## config.mk

```make
export PLATFORM = sky130hd
export DESIGN_NAME = rte_regs
export DESIGN_NICKNAME = d
export VERILOG_FILES = /design/src/rtl/rrt_tree_extend_top_macros.svh /design/src/rtl/rte_pkg.sv /design/src/rtl/rte_regs.sv
export SDC_FILE = /design/constraint.sdc
export NUM_CORES = 1
export LEC_CHECK = 0
export BUFFER_PORTS_ARGS = -buffer_cell sky130_fd_sc_hd__buf_2
export CORE_MARGIN = 3
export CORE_UTILIZATION = 45
export DETAILED_ROUTE_END_ITERATION = 6
export GPL_TIMING_DRIVEN = 0
export PLACE_DENSITY_LB_ADDON = 0.12
export SLEW_MARGIN = 10
export SYNTH_ARGS = -nofsm -noshare
export SYNTH_HDL_FRONTEND = slang
export SYNTH_SLANG_ARGS = --single-unit
```

## constraint.sdc

```tcl
create_clock -name aclk -period 2.67 [get_ports aclk]
set_input_delay 0.534 -clock aclk [delete_from_list [all_inputs] [get_ports aclk]]
set_output_delay 0.534 -clock aclk [all_outputs]
set_load 0.01 [all_outputs]
```

## src/rtl/rrt_tree_extend_top_macros.svh

```systemverilog
`ifndef RRT_TREE_EXTEND_TOP_MACROS_SVH
`define RRT_TREE_EXTEND_TOP_MACROS_SVH

// Check that holds in the same cycle as the trigger.
`define RTE_ASSERT_IMP(lbl, ante, cons, msg) \
    lbl: assert property (@(posedge aclk) disable iff (!aresetn) (ante) |-> (cons)) \
        else $error(msg);

// Check that holds in the cycle after the trigger.
`define RTE_ASSERT_NXT(lbl, ante, cons, msg) \
    lbl: assert property (@(posedge aclk) disable iff (!aresetn) (ante) |=> (cons)) \
        else $error(msg);

`endif

```

## src/rtl/rte_pkg.sv

```systemverilog
package rte_pkg;

    localparam int MAX_NODES = 1024;
    localparam int IDX_W     = $clog2(MAX_NODES);
    localparam int CNT_W     = $clog2(MAX_NODES) + 1;
    localparam int COORD_W   = 32;
    localparam int DIFF_W    = 33;
    localparam int SQ_W      = 66;
    localparam int LIM2_W    = 62;
    localparam int ROOT_W    = 34;
    localparam int REM_W     = 37;
    localparam int PROD_W    = 64;
    localparam int DREM_W    = 35;
    localparam int LVL_W     = 11;
    localparam int STEP_W    = 31;
    localparam int OUT_IDX_W = 10;

    localparam logic [LVL_W-1:0] LVL_MAX = 11'd2047;

    // sequencer lengths
    localparam int DRAIN_CYC  = 3;
    localparam int SQRT_STEPS = SQ_W / 2;
    localparam int DIV_STEPS  = PROD_W;

    // coordinate select
    localparam logic [1:0] COMP_X = 2'd0;
    localparam logic [1:0] COMP_Y = 2'd1;
    localparam logic [1:0] COMP_Z = 2'd2;

    // register indexes
    localparam logic [2:0] REG_START_X    = 3'd0;
    localparam logic [2:0] REG_START_Y    = 3'd1;
    localparam logic [2:0] REG_START_Z    = 3'd2;
    localparam logic [2:0] REG_STEP_LIMIT = 3'd3;
    localparam logic [2:0] REG_GOAL_MIN_X = 3'd4;
    localparam logic [2:0] REG_GOAL_MAX_X = 3'd5;
    localparam logic [2:0] REG_GOAL_MIN_Y = 3'd6;
    localparam logic [2:0] REG_GOAL_MAX_Y = 3'd7;

    typedef struct packed {
        logic signed [COORD_W-1:0] start_x;
        logic signed [COORD_W-1:0] start_y;
        logic signed [COORD_W-1:0] start_z;
        logic [STEP_W-1:0]         step_limit;
        logic signed [COORD_W-1:0] goal_min_x;
        logic signed [COORD_W-1:0] goal_max_x;
        logic signed [COORD_W-1:0] goal_min_y;
        logic signed [COORD_W-1:0] goal_max_y;
    } cfg_t;

    typedef struct packed {
        logic             load;
        logic             scan_issue;
        logic [IDX_W-1:0] scan_idx;
        logic             sqrt_init;
        logic             sqrt_step;
        logic             mul;
        logic             div_load;
        logic             div_step;
        logic             div_store;
        logic [1:0]       comp;
        logic             copy_sample;
        logic             finish;
    } cmd_t;

    typedef struct packed {
        logic [CNT_W-1:0] node_cnt;
        logic             steer;
        logic             out_busy;
    } stat_t;

endpackage

```

## src/rtl/rte_regs.sv

```systemverilog
module rte_regs
    import rte_pkg::*;
(
    input  logic        aclk,
    input  logic        aresetn,
    input  logic        psel,
    input  logic        penable,
    input  logic        pwrite,
    input  logic [4:0]  paddr,
    input  logic [31:0] pwdata,
    output logic [31:0] prdata,
    output logic        pready,
    output cfg_t        cfg
);

    cfg_t       cfg_reg;
    logic       wr_en;
    logic [2:0] reg_idx;

    assign pready  = 1'b1;
    assign wr_en   = psel & penable & pwrite;
    assign reg_idx = paddr[4:2];
    assign cfg     = cfg_reg;

    // register writes
    always_ff @(posedge aclk) begin
        if (!aresetn) begin
            cfg_reg.start_x    <= '0;
            cfg_reg.start_y    <= '0;
            cfg_reg.start_z    <= '0;
            cfg_reg.step_limit <= STEP_W'(65536);
            cfg_reg.goal_min_x <= '0;
            cfg_reg.goal_max_x <= '0;
            cfg_reg.goal_min_y <= '0;
            cfg_reg.goal_max_y <= '0;
        end else if (wr_en) begin
            case (reg_idx)
                REG_START_X:    cfg_reg.start_x    <= pwdata;
                REG_START_Y:    cfg_reg.start_y    <= pwdata;
                REG_START_Z:    cfg_reg.start_z    <= pwdata;
                REG_STEP_LIMIT: cfg_reg.step_limit <= pwdata[STEP_W-1:0];
                REG_GOAL_MIN_X: cfg_reg.goal_min_x <= pwdata;
                REG_GOAL_MAX_X: cfg_reg.goal_max_x <= pwdata;
                REG_GOAL_MIN_Y: cfg_reg.goal_min_y <= pwdata;
                REG_GOAL_MAX_Y: cfg_reg.goal_max_y <= pwdata;
                default: ;
            endcase
        end
    end

    // read mux
    always_comb begin
        case (reg_idx)
            REG_START_X:    prdata = cfg_reg.start_x;
            REG_START_Y:    prdata = cfg_reg.start_y;
            REG_START_Z:    prdata = cfg_reg.start_z;
            REG_STEP_LIMIT: prdata = {1'b0, cfg_reg.step_limit};
            REG_GOAL_MIN_X: prdata = cfg_reg.goal_min_x;
            REG_GOAL_MAX_X: prdata = cfg_reg.goal_max_x;
            REG_GOAL_MIN_Y: prdata = cfg_reg.goal_min_y;
            REG_GOAL_MAX_Y: prdata = cfg_reg.goal_max_y;
            default:        prdata = '0;
        endcase
    end

endmodule

```

==> impl_metrics.env <==
export IMPL_hpwl_um=36690
export IMPL_drc_errors=0
export IMPL_filler_cell_count=2491
export IMPL_power_switching_uw=2153
export IMPL_htree_num_levels=1
export IMPL_portBuffers=294
export IMPL_numCtsBuffers=29
export IMPL_synthCells=1488
export IMPL_synth_fp_nets=1530
export IMPL_seqPwrFrac_pct=44.7
export IMPL_min_path_type="primary input to flip-flop"
export IMPL_worstSetupPathType="primary input to output port"
export IMPL_final_instance_count_excl_fill=2168
export IMPL_fmax_mhz=378.6
export IMPL_outcome="completed"
export IMPL_crit_path_frequent_cell="buf_4"
export IMPL_ir_drop_v=0.0004573
export IMPL_synth_edf_count=0
export IMPL_die_y_um=168.1
export IMPL_tritoncts="yes"
export IMPL_grt_pass1_wl_um=74510
export IMPL_wl_um=52300
export IMPL_hold_violations=0
export IMPL_ioPinCount=330
export IMPL_async_reset_ff_share_pct=0
export IMPL_tightestPinTransition_ps=843.4
export IMPL_cap_violations=0
export IMPL_crit_required_ps=2140
export IMPL_busiest_layer="met2"
export IMPL_setup_viol_count_final=0
export IMPL_worst_skew_pair_late_latency_ps=550
export IMPL_comb_power_share_pct=8.4
export IMPL_pwr_share_clk_pct=46.9
export IMPL_clock_path_buffers=3
export IMPL_place_gp_congestion=0.9599
export IMPL_ctsHoldBuffers=0
export IMPL_synth_xor_area_share_pct=0
export IMPL_skew_ps=0
export IMPL_final_nets=1854
export IMPL_synth_yosys_seq_area_share_pct=43.19
export IMPL_antenna_found_initial=5
export IMPL_largest_reg_flops=255
export IMPL_cp_cell_sequence="buf_2 > buf_4 > buf_4 > buf_6 > buf_4 > a221oi_1 > nor2_1 > buf_2"
export IMPL_cts_root_buffer="clkbuf_16"
export IMPL_clk_pin_slew_worst_paths_ps=70
export IMPL_use_met2_pct=54.10
export IMPL_leakage_uw=0.006221
export IMPL_postCtsSetupBuffers=0
export IMPL_drive_above_1_share_pct=25.82
export IMPL_muxShareOfSynthArea_pct=2.657
export IMPL_arrival_ps=2110
export IMPL_synth_top_family_by_area="compound AO/OA/AOI/OAI gates"
export IMPL_p_sw_share_pct=24.93
export IMPL_wire_per_inst_um=24.12
export IMPL_overflow=0
export IMPL_vias_per_cell=5.819
export IMPL_synth_compound_area_share_pct=25.79
export IMPL_grt_use_total_pct=35.06
export IMPL_powerDensity_nw_per_um2=581.6
export IMPL_period_share_pct=98.93
export IMPL_rsz0062_at_grt="true"
export IMPL_grt_max_degree=15
export IMPL_dr_first_iter_drc_count=1256
export IMPL_dr_total_vias=12620
export IMPL_synth_seq_cells=255
export IMPL_p_total_uw=8637
export IMPL_synth_area_um2=11820
export IMPL_ant_nets=0
export IMPL_grt_pass1_vias=11680
export IMPL_core_area_um2=25470
export IMPL_areaGrowthSynthToFinish_pct=25.65
export IMPL_startpoint_type="primary input"
export IMPL_yosys_top_cells_area="dfxtp_1, nand2_1, a21boi_1, a21boi_0, buf_2"
export IMPL_synth_warning_count=0
export IMPL_die_area_um2=28240
export IMPL_utilization_pct=58.30
export IMPL_die_w_um=168.1
export IMPL_initial_utilization_pct=46.40
export IMPL_synthAdderAreaFrac_pct=0
export IMPL_end_kind="output port"
export IMPL_use_met1_pct=46.29
export IMPL_synth_top_area_share_pct=43.19
export IMPL_yosys_area_top_type="dfxtp_1"
export IMPL_synth_avg_cell_area_um2=7.943
export IMPL_hold_ws_ps=296.7
export IMPL_cp_max_fo=10
export IMPL_post_route_min_period_ps=2641
export IMPL_rows=58
export IMPL_cp_slowest_cell="buf_4"
export IMPL_drt_pass1_iterations=6
export IMPL_dp_cells=2112
export IMPL_met3_usage_pct=7.396
export IMPL_slew_viol_final=0
export IMPL_slew_headroom_pct=43.77
export IMPL_p_int_uw=6484
export IMPL_cts_sinks=255
export IMPL_synth_main_ff_cell="dfxtp_1"
export IMPL_crit_path_max_incr_delay_ps=280
export IMPL_synthSimpleGateAreaFrac_pct=21.26
export IMPL_synth_cell_types=40
## Yosys cell counts, types with 16 or more instances
| library cell | n |
|---|---|
| a21boi_0 | 65 |
| a21boi_1 | 190 |
| a21oi_1 | 16 |
| a221oi_1 | 50 |
| a22o_1 | 34 |
| buf_2 | 97 |
| clkbuf_1 | 51 |
| dfxtp_1 | 255 |
| inv_1 | 30 |
| mux2i_1 | 28 |
| nand2_1 | 516 |
| nand2b_1 | 31 |
| nor2_1 | 55 |
| o2bb2ai_1 | 20 |
## worst max-delay path: cells and delay by family
kind            cells  cell delay, ps
compound gates      1             130
buf+inv             6            1280
simple gates        1             160
## path summary, 6_finish.rpt
check                                           start                     to  slack, ps  cells past startpoint
worst max register to register   cfg[48]$_SDFFE_PN0P_   cfg[48]$_SDFFE_PN0P_       1920                      2
worst min register to register  cfg[231]$_SDFFE_PN0P_  cfg[231]$_SDFFE_PN0P_        470                      2
worst min-delay path                       pwdata[11]  cfg[107]$_SDFFE_PN0P_        300                      3
worst max-delay path                         paddr[2]              prdata[3]         30                      8
## cell families after synthesis
family	after synthesis
other cells	1
simple gates	624
compound gates	393
buf+inv	185
flops	255
mux	30
## power groups by stage
stage               Clock (uW)  Sequential [uW]  Combinational [uW]
finish                    4050             3860                 724
global route              4220             3860                 747
CTS                       4060             3860                 686
detailed placement           0             3940                 673
global placement             0             3940                 670
floorplan                    0             3950                 368
## per-layer routing
layer / up-vias / wire [um]
met5: - / 7
met4: 2 / 2842
li1: 5608 / -
met1: 5998 / 20890
met3: 176 / 5923
met2: 832 / 22640
## through the flow
| step | setup WS (ps) | setup TNS, ps | cell area, um2 |
|---|---|---|---|
| 6_report | 28.54 | 0 | 14850 |
| 5_1_grt | -6.947 | -6.947 | 14850 |
| 4_1_cts | 2.710 | 0 | 14740 |
| 3_5_place_dp | -386.2 | -7365 | 13700 |
| 3_3_place_gp | -389.5 | -7159 | 13700 |
| 2_1_floorplan | 582.3 | 0 | 11820 |
## cells in the final DEF, fill, tap and decap left out, types with 3 or more instances in the layout
master     instances
or2_1              3
a21boi_1         190
mux2i_1           28
dfxtp_1          255
nor2b_1            4
buf_4             10
o22a_1             3
diode_2            6
nor2_1            54
nand2b_1          31
clkbuf_4           8
clkbuf_2           9
buf_2            375
a22oi_1            9
o2bb2ai_1         20
a221oi_1          44
nand2_1          516
a221oi_2           6
clkbuf_16         29
a21boi_0          65
buf_6             11
inv_1             30
a21oi_1           15
clkbuf_1          40
clkbuf_8          12
a22o_1            34
## layout make-up
cell class	instances	area [um2]	share of cell area [%]
antenna	6	15.01	0.1011
buffer	154	840.8	5.662
clock buffer	47	913.4	6.150
clock inverter	4	52.55	0.3539
inverter	30	112.6	0.7583
multi-input combinational	1048	5927	39.91
sequential	255	5105	34.38
tap	330	412.9	2.780
timing repair buffer	294	1471	9.908
## what timing repair did
item / in CTS / in global routing
pin swaps: 0 / 1
resized for setup: 31 / 40
setup endpoints to repair: 32 / 24
(Power assumes the default switching activity.)
