File: src/rtl/rrt_tree_extend_top_macros.svh
`ifndef RRT_TREE_EXTEND_TOP_MACROS_SVH
`define RRT_TREE_EXTEND_TOP_MACROS_SVH

// Check that holds in the same cycle as the trigger.
`define RTE_ASSERT_IMP(lbl, ante, cons, msg) \
    lbl: assert property (@(posedge aclk) disable iff (!aresetn) (ante) |-> (cons)) \
        else $error(msg);

// Check that holds in the cycle after the trigger.
`define RTE_ASSERT_NXT(lbl, ante, cons, msg) \
    lbl: assert property (@(posedge aclk) disable iff (!aresetn) (ante) |=> (cons)) \
        else $error(msg);

`endif

File: src/rtl/rte_pkg.sv
package rte_pkg;

    localparam int MAX_NODES = 1024;
    localparam int IDX_W     = $clog2(MAX_NODES);
    localparam int CNT_W     = $clog2(MAX_NODES) + 1;
    localparam int COORD_W   = 32;
    localparam int DIFF_W    = 33;
    localparam int SQ_W      = 66;
    localparam int LIM2_W    = 62;
    localparam int ROOT_W    = 34;
    localparam int REM_W     = 37;
    localparam int PROD_W    = 64;
    localparam int DREM_W    = 35;
    localparam int LVL_W     = 11;
    localparam int STEP_W    = 31;
    localparam int OUT_IDX_W = 10;

    localparam logic [LVL_W-1:0] LVL_MAX = 11'd2047;

    // sequencer lengths
    localparam int DRAIN_CYC  = 3;
    localparam int SQRT_STEPS = SQ_W / 2;
    localparam int DIV_STEPS  = PROD_W;

    // coordinate select
    localparam logic [1:0] COMP_X = 2'd0;
    localparam logic [1:0] COMP_Y = 2'd1;
    localparam logic [1:0] COMP_Z = 2'd2;

    // register indexes
    localparam logic [2:0] REG_START_X    = 3'd0;
    localparam logic [2:0] REG_START_Y    = 3'd1;
    localparam logic [2:0] REG_START_Z    = 3'd2;
    localparam logic [2:0] REG_STEP_LIMIT = 3'd3;
    localparam logic [2:0] REG_GOAL_MIN_X = 3'd4;
    localparam logic [2:0] REG_GOAL_MAX_X = 3'd5;
    localparam logic [2:0] REG_GOAL_MIN_Y = 3'd6;
    localparam logic [2:0] REG_GOAL_MAX_Y = 3'd7;

    typedef struct packed {
        logic signed [COORD_W-1:0] start_x;
        logic signed [COORD_W-1:0] start_y;
        logic signed [COORD_W-1:0] start_z;
        logic [STEP_W-1:0]         step_limit;
        logic signed [COORD_W-1:0] goal_min_x;
        logic signed [COORD_W-1:0] goal_max_x;
        logic signed [COORD_W-1:0] goal_min_y;
        logic signed [COORD_W-1:0] goal_max_y;
    } cfg_t;

    typedef struct packed {
        logic             load;
        logic             scan_issue;
        logic [IDX_W-1:0] scan_idx;
        logic             sqrt_init;
        logic             sqrt_step;
        logic             mul;
        logic             div_load;
        logic             div_step;
        logic             div_store;
        logic [1:0]       comp;
        logic             copy_sample;
        logic             finish;
    } cmd_t;

    typedef struct packed {
        logic [CNT_W-1:0] node_cnt;
        logic             steer;
        logic             out_busy;
    } stat_t;

endpackage

File: src/rtl/rte_ctrl.sv
module rte_ctrl
    import rte_pkg::*;
(
    input  logic  aclk,
    input  logic  aresetn,
    input  logic  s_tvalid,
    output logic  s_tready,
    input  stat_t stat,
    output cmd_t  cmd
);

    localparam logic [3:0] ST_IDLE   = 4'd0;
    localparam logic [3:0] ST_SCAN   = 4'd1;
    localparam logic [3:0] ST_DRAIN  = 4'd2;
    localparam logic [3:0] ST_DECIDE = 4'd3;
    localparam logic [3:0] ST_SQRT   = 4'd4;
    localparam logic [3:0] ST_MUL    = 4'd5;
    localparam logic [3:0] ST_LOAD   = 4'd6;
    localparam logic [3:0] ST_DIV    = 4'd7;
    localparam logic [3:0] ST_STORE  = 4'd8;
    localparam logic [3:0] ST_FIN    = 4'd9;

    logic [3:0]       state_reg, state_next;
    logic [CNT_W-1:0] cnt_reg, cnt_next;
    logic [1:0]       comp_reg, comp_next;

    always_ff @(posedge aclk) begin
        if (!aresetn) begin
            state_reg <= ST_IDLE;
            cnt_reg   <= '0;
            comp_reg  <= COMP_X;
        end else begin
            state_reg <= state_next;
            cnt_reg   <= cnt_next;
            comp_reg  <= comp_next;
        end
    end

    // sequencer
    always_comb begin
        state_next = state_reg;
        cnt_next   = cnt_reg;
        comp_next  = comp_reg;
        cmd        = '0;
        cmd.comp   = comp_reg;
        s_tready   = 1'b0;
        case (state_reg)
            ST_IDLE: begin
                s_tready = 1'b1;
                if (s_tvalid) begin
                    cmd.load   = 1'b1;
                    cnt_next   = '0;
                    state_next = ST_SCAN;
                end
            end
            ST_SCAN: begin
                cmd.scan_issue = 1'b1;
                cmd.scan_idx   = cnt_reg[IDX_W-1:0];
                if (cnt_reg == stat.node_cnt - CNT_W'(1)) begin
                    cnt_next   = '0;
                    state_next = ST_DRAIN;
                end else begin
                    cnt_next = cnt_reg + CNT_W'(1);
                end
            end
            ST_DRAIN: begin
                if (cnt_reg == CNT_W'(DRAIN_CYC - 1)) begin
                    state_next = ST_DECIDE;
                end else begin
                    cnt_next = cnt_reg + CNT_W'(1);
                end
            end
            ST_DECIDE: begin
                cnt_next = '0;
                if (stat.steer) begin
                    cmd.sqrt_init = 1'b1;
                    state_next    = ST_SQRT;
                end else begin
                    cmd.copy_sample = 1'b1;
                    state_next      = ST_FIN;
                end
            end
            ST_SQRT: begin
                cmd.sqrt_step = 1'b1;
                if (cnt_reg == CNT_W'(SQRT_STEPS - 1)) begin
                    comp_next  = COMP_X;
                    state_next = ST_MUL;
                end else begin
                    cnt_next = cnt_reg + CNT_W'(1);
                end
            end
            ST_MUL: begin
                cmd.mul    = 1'b1;
                state_next = ST_LOAD;
            end
            ST_LOAD: begin
                cmd.div_load = 1'b1;
                cnt_next     = '0;
                state_next   = ST_DIV;
            end
            ST_DIV: begin
                cmd.div_step = 1'b1;
                if (cnt_reg == CNT_W'(DIV_STEPS - 1)) begin
                    state_next = ST_STORE;
                end else begin
                    cnt_next = cnt_reg + CNT_W'(1);
                end
            end
            ST_STORE: begin
                cmd.div_store = 1'b1;
                if (comp_reg == COMP_Z) begin
                    state_next = ST_FIN;
                end else begin
                    comp_next  = comp_reg + 2'd1;
                    state_next = ST_MUL;
                end
            end
            ST_FIN: begin
                if (!stat.out_busy) begin
                    cmd.finish = 1'b1;
                    state_next = ST_IDLE;
                end
            end
            default: begin
                state_next = ST_IDLE;
            end
        endcase
    end

endmodule

File: config.mk
export PLATFORM = sky130hd
export DESIGN_NAME = rte_ctrl
export DESIGN_NICKNAME = d
export VERILOG_FILES = /design/src/rtl/rrt_tree_extend_top_macros.svh /design/src/rtl/rte_pkg.sv /design/src/rtl/rte_ctrl.sv
export SDC_FILE = /design/constraint.sdc
export NUM_CORES = 1
export LEC_CHECK = 0
export ABC_AREA = 1
export BUFFER_PORTS_ARGS = -buffer_cell sky130_fd_sc_hd__buf_4
export CORE_ASPECT_RATIO = 0.9
export CORE_UTILIZATION = 44
export CTS_CLUSTER_SIZE = 14
export DETAILED_ROUTE_END_ITERATION = 8
export PLACE_DENSITY = 0.67
export SLEW_MARGIN = 20
export SYNTH_ARGS = -nofsm -noshare
export SYNTH_HDL_FRONTEND = slang
export SYNTH_SLANG_ARGS = --single-unit
export TNS_END_PERCENT = 20
File: constraint.sdc
create_clock -name aclk -period 3.6 [get_ports aclk]
set_input_delay 0.18 -clock aclk [delete_from_list [all_inputs] [get_ports aclk]]
set_output_delay 0.18 -clock aclk [all_outputs]
set_load 0.005 [all_outputs]
==> impl_metrics.env, run 1 <==
export IMPL_drv_cap=0
export IMPL_cts_resized_gates=0
export IMPL_max_freq_mhz=475
export IMPL_dpl_cell_count=367
export IMPL_cts_buffer_depth=2
export IMPL_totalPowerFinal_uw=941
export IMPL_root_buffer="clkbuf_8"
export IMPL_final_cells=371
export IMPL_vias=1813
export IMPL_place_congestion=0.816
export IMPL_synth_flop_cell="dfxtp_1"
export IMPL_worstHoldEndpoint="state_reg[0]$_SDFFE_PN0P_"
export IMPL_ys_async_sr_fraction_pct=0
export IMPL_yosys_cell_count_top_type="nand2_1"
export IMPL_start_util_pct=45.7
export IMPL_hpwl_microns=3410
export IMPL_tns_ns=0
export IMPL_crit_required_ns=3.42
export IMPL_antenna_found_initial=0
export IMPL_leakagePower_nw=1.01
export IMPL_num_rows=21
export IMPL_cts_buffers_inserted=3
export IMPL_clock_latency_ns=0.26
export IMPL_timing_hold_violations_final=0
export IMPL_r2r_slack_ns=1.60
export IMPL_setup_viol=0
export IMPL_io_pins=39
export IMPL_firstDrtPassIters=5
export IMPL_tightestPinTransition_ns=0.408
export IMPL_grtUsageTotal_pct=22.0
export IMPL_min_period_ns=2.11
export IMPL_min_from="aresetn"
export IMPL_routed_wirelength_microns=4110
export IMPL_drv_slew=0
export IMPL_postCtsSetupBuffers=0
export IMPL_fin_skew_ns=0.00355
export IMPL_synth_edf_count=0
export IMPL_grt_max_degree=14
export IMPL_grt_pass1_vias=1491
export IMPL_wl_per_cell_microns=11.1
export IMPL_fin_nets=347
export IMPL_n_antenna_cell=0
export IMPL_ys_top_cells_by_area="dfxtp_1 (20%), nand2_1 (15%), nor2_1 (9.5%)"
export IMPL_coreArea_sq_um=3700
export IMPL_arrival_ns=1.93
export IMPL_drive_gt1_share_pct=26.2
export IMPL_start_kind="flip-flop"
export IMPL_path_class="reg2out"
export IMPL_r2r_cells=12
export IMPL_holdBufCountCts=0
export IMPL_yosysTopAreaCell="dfxtp_1"
export IMPL_power_density_nw_per_um2=454
export IMPL_critPathCaptureType="output pin"
export IMPL_clkTransAtPathRegs_ns=0.07
export IMPL_r2r_start="cnt_reg[0]$_SDFFE_PN0P_"
export IMPL_path_max_fanout=10
export IMPL_ys_ff_latch=17
export IMPL_layout_worst_path_cycle_share_pct=58.5
export IMPL_hold_path_depth=3
export IMPL_relSlewSlack_pct=72.5
export IMPL_hold_path_class="in2reg"
export IMPL_port_buffers=38
export IMPL_clock_sinks=17
export IMPL_fill_cells=404
export IMPL_ant_nets=0
export IMPL_grt_first_pass_wirelength_microns=6820
export IMPL_die_height_microns=60.8
export IMPL_largest_register_ffs=11
export IMPL_synth_seq_area_share_pct=20.1
export IMPL_synth_cell_types=35
export IMPL_yosys_top_cells_count="nand2_1 (67), nor2_1 (43), inv_1 (42), nand3_1 (22), dfxtp_1 (17)"
export IMPL_status="complete, no violations"
export IMPL_drc_errors=0
export IMPL_die_w_microns=67.4
export IMPL_dpl_cell_area_sq_um=2020
export IMPL_cts_htree_levels=1
export IMPL_cts_tree="done"
export IMPL_grt_overflow=0
export IMPL_rsz0062_at_grt="no"
export IMPL_die_area_sq_um=4100
export IMPL_utilization_pct=55.9
export IMPL_syn_area_per_cell_sq_um=5.96
export IMPL_syn_instance_count=284
export IMPL_synth_warnings=0
export IMPL_syn2layout_area_growth_pct=22.3
export IMPL_drt_iter0_drc=171
export IMPL_final_cell_area_sq_um=2070
export IMPL_ir_worst_vdd_mv=0.399
export IMPL_synth_area_sq_um=1690
export IMPL_rr_endpoint="cnt_reg[3]$_SDFFE_PN0P_"
export IMPL_vias_per_cell=4.89
export IMPL_synth_nets=305
export IMPL_synth_top_area_share_pct=20.1
==> logic make-up (layout without fill, tap and decap cells) <==
logic type	Yosys count	in the layout	synth area share, %
AND/OR/NAND/NOR	176	176	50.7
buffers and inverters	50	91	11.5
AO/OA/AOI/OAI	30	30	10.9
flip-flops	17	17	20.1
XOR/XNOR	6	6	3.10
adder cells (fa/ha/maj)	5	5	3.70
==> placed cells by master (no fill, tap or decap), drive strengths merged <==
cell type,instances
dfxtp,17
nand3b,2
clkbuf,3
nand2,76
and3,1
o211ai,1
o22ai,1
xor2,4
o31ai,1
buf,38
o21ai,14
nand4,1
nor3,7
a211oi,1
nor2,59
a211o,1
ha,5
nor4,3
nand3,26
clkinv,2
o21bai,1
a21oi,10
xnor2,2
inv,48
and2,1
==> worst max path at each step <==
| stage | start | end | slack [ns] | depth (start not counted) |
|---|---|---|---|---|
| after floorplan | cnt_reg[0]$_SDFFE_PN0P_ | cnt_reg[7]$_SDFFE_PN0P_ | 1.99 | 11 |
| after global placement | cnt_reg[0]$_SDFFE_PN0P_ | cnt_reg[8]$_SDFFE_PN0P_ | 1.64 | 12 |
| after detailed placement | cnt_reg[0]$_SDFFE_PN0P_ | cnt_reg[4]$_SDFFE_PN0P_ | 1.61 | 12 |
| after CTS | state_reg[2]$_SDFFE_PN0P_ | cmd[15] | 1.53 | 6 |
| after global routing | state_reg[2]$_SDFFE_PN0P_ | cmd[15] | 1.31 | 6 |
| final | state_reg[0]$_SDFFE_PN0P_ | cmd[15] | 1.49 | 5 |
==> critical path, stage by stage, from the launching register on <==
cell      delay [ns]
dfxtp_1         0.46
nand2_2         0.13
nor2_1          0.33
clkinv_1        0.38
nor2_1          0.23
buf_4           0.14
==> per-stage QoR <==
stage | worst slack (ns) | hold slack, ns
floorplan | 1.99 | 0.301
global placement | 1.64 | 0.467
detailed placement | 1.61 | 0.468
CTS | 1.53 | 0.189
global route | 1.31 | 0.190
finish | 1.49 | 0.195
==> per-layer routing <==
layer  global-route usage, %  vias to the layer above  share of wire (%)  wire length, microns
met3                    6.02                        4                6.8                   280
li1                        -                      975                  -                     -
met5                       0                        -                  0                     0
met1                    34.1                      782                 53                  2180
met4                    2.74                        0               0.34                    14
met2                    30.3                       52                 40                  1640
==> layout make-up <==
cell class / count / area [sq um] / share of cell area [%]
Multi-Input combinational cell: 217 / 1160 / 55.9
Tap cell: 46 / 57.6 / 2.78
Timing Repair Buffer: 38 / 285 / 13.8
Inverter: 49 / 184 / 8.88
Clock buffer: 3 / 41.3 / 1.99
Sequential cell: 17 / 340 / 16.4
Clock inverter: 1 / 5.00 / 0.242
==> where the power goes <==
| part | internal (mW) | switching (mW) |
|---|---|---|
| combinational | 0.196 | 0.349 |
| sequential | 0.214 | 0.0348 |
| clock | 0.0770 | 0.0694 |
(Power assumes the default switching activity.)
==> run 2: changes to the inputs <==
==> constraint.sdc (replaced) <==
create_clock -name aclk -period 2.1 [get_ports aclk]
set_input_delay 0.105 -clock aclk [delete_from_list [all_inputs] [get_ports aclk]]
set_output_delay 0.105 -clock aclk [all_outputs]
set_load 0.005 [all_outputs]
==> run 2 against run 1 <==
Against the previous run: wire length decreased by 1.1%; non-clock buffer count rose by 4; sequential power is 71% higher; sequential share of layout area fell by 0.23 points; worst hold slack lost 0.067 ns; sequential cell count unchanged; core utilization up 0.78 points; power up 74%; count of clock-buffer cells in the layout grew 1; clock power grew 73%; critical endpoint is now cnt_reg[7]$_SDFFE_PN0P_.
==> impl_metrics.env, run 2 (synthesized netlist as in run 1, its figures left out) <==
export IMPL_status="complete, no violations"
export IMPL_layout_common_cells="nand2_1 (67), nor2_1 (43), inv_1 (42), buf_4 (42), nand3_1 (22)"
export IMPL_clkTransAtPathRegs_ns=0.07
export IMPL_n_antenna_cell=0
export IMPL_relSlewSlack_pct=76.0
export IMPL_drv_slew=0
export IMPL_grt_pass1_vias=1512
export IMPL_ant_nets=0
export IMPL_hpwl_microns=3400
export IMPL_tns_ns=0
export IMPL_wl_per_cell_microns=10.8
export IMPL_holdWs_ns=0.128
export IMPL_place_ws_ns=0.176
export IMPL_die_height_microns=60.8
export IMPL_cts_tree="done"
export IMPL_drive_gt1_share_pct=26.7
export IMPL_firstDrtPassIters=4
export IMPL_min_from="aresetn"
export IMPL_hold_path_class="in2reg"
export IMPL_timing_hold_violations_final=0
export IMPL_path_max_fanout=9
export IMPL_syn2layout_area_growth_pct=24.0
export IMPL_crit_required_ns=2.25
export IMPL_final_cells=375
export IMPL_dpl_cell_count=371
export IMPL_tightestPinTransition_ns=0.357
export IMPL_grt_max_degree=11
export IMPL_layout_worst_path_cycle_share_pct=87.9
export IMPL_place_congestion=0.806
export IMPL_grtUsageTotal_pct=21.8
export IMPL_drv_cap=0
export IMPL_r2r_start="cnt_reg[0]$_SDFFE_PN0P_"
export IMPL_antenna_found_initial=0
export IMPL_r2r_cells=11
export IMPL_power_density_nw_per_um2=781
export IMPL_slowest_delay_ns=0.34
export IMPL_die_area_sq_um=4100
export IMPL_min_period_ns=1.84
export IMPL_port_buffers=38
export IMPL_ir_worst_vdd_mv=0.607
export IMPL_critPathCaptureType="flip-flop"
export IMPL_cts_buffers_inserted=3
export IMPL_start_util_pct=45.7
export IMPL_arrival_ns=1.99
export IMPL_max_freq_mhz=542
export IMPL_clock_latency_ns=0.25
export IMPL_fin_ws_ns=0.255
export IMPL_die_w_microns=67.4
export IMPL_totalPowerFinal_mw=1.64
export IMPL_leakagePower_nw=1.03
export IMPL_fin_nets=351
export IMPL_critPathBufInv=2
export IMPL_hold_path_depth=3
export IMPL_cp_cell_sequence="inv_1, ha_1, nand3_1, nor3_1, nand2_1, nand2_2, nor2_4, buf_4, nand3_2, xor2_1, nor2_2"
export IMPL_largest_register_ffs=11
export IMPL_cts_htree_levels=1
export IMPL_vias_per_cell=4.82
export IMPL_vias=1809
export IMPL_cts_buffer_depth=2
export IMPL_setup_viol=0
export IMPL_critPathLaunch="cnt_reg[0]$_SDFFE_PN0P_"
export IMPL_clock_sinks=17
export IMPL_coreArea_sq_um=3700
export IMPL_routed_wirelength_microns=4070
export IMPL_layout_commonest_cell="nand2_1"
export IMPL_critPathSlowestCell="dfxtp_1"
export IMPL_path_delay_family="simple AND/OR/NAND/NOR gates"
export IMPL_grt_overflow=0
export IMPL_drc_errors=0
export IMPL_fin_skew_ns=0.00490
export IMPL_io_pins=39
export IMPL_root_buffer="clkbuf_8"
export IMPL_rsz0062_at_grt="no"
export IMPL_drt_iter0_drc=117
export IMPL_grt_first_pass_wirelength_microns=6720
export IMPL_start_kind="flip-flop"
export IMPL_num_rows=21
export IMPL_path_class="reg2reg"
export IMPL_path_depth=11
run 2: cell count changes in the layout (fill, tap and decap cells not counted), sizes merged:
cell / change
buf: +4
clkbuf: +1
clkinv: -1
run 2: final timing paths:
kind	end	slack, ns
worst min register to register	comp_reg[0]$_SDFFE_PN0P_	0.52
worst min-delay path	state_reg[1]$_SDFFE_PN0P_	0.13
worst max-delay path	cnt_reg[7]$_SDFFE_PN0P_	0.26
worst max register to register	cnt_reg[7]$_SDFFE_PN0P_	0.26
run 2: layer usage:
layer | vias to the layer above | part of all wire (%) | global-route usage, %
li1 | 983 | - | -
met1 | 786 | 54 | 32.9
met2 | 38 | 41 | 32.0
met3 | 2 | 4.6 | 4.51
met4 | 0 | 0.34 | 3.34
met5 | - | 0 | 0
run 2: through the flow:
step / util (%) / instance area (sq um)
after floorplan: - / 1690
final: 56.7 / 2100
after global placement: 55.5 / 2050
after CTS: 56.7 / 2100
after global routing: 56.7 / 2100
after detailed placement: 55.5 / 2050
run 2: final cells by class:
cell class                 count  area, sq um
clock buffer                   4         45.0
fill                         390         1610
inverter                      49          184
multi-input combinational    217         1160
sequential                    17          340
tap                           46         57.6
timing repair buffer          42          315
run 2: where the power goes:
group,switching [mW],internal (mW)
Combinational,0.603,0.360
Clock,0.117,0.135
Sequential,0.0573,0.368
run 2: worst min-delay path, delay by kind of cell:
family	cells	cell delay [ns]
simple gates	2	0.09
buf+inv	1	0.14
run 2: repair_timing:
action	4_1_cts	5_1_grt
hold buffers	0	0
endpoints found under the setup margin	0	1
setup buffers	0	0
resized for setup	0	1
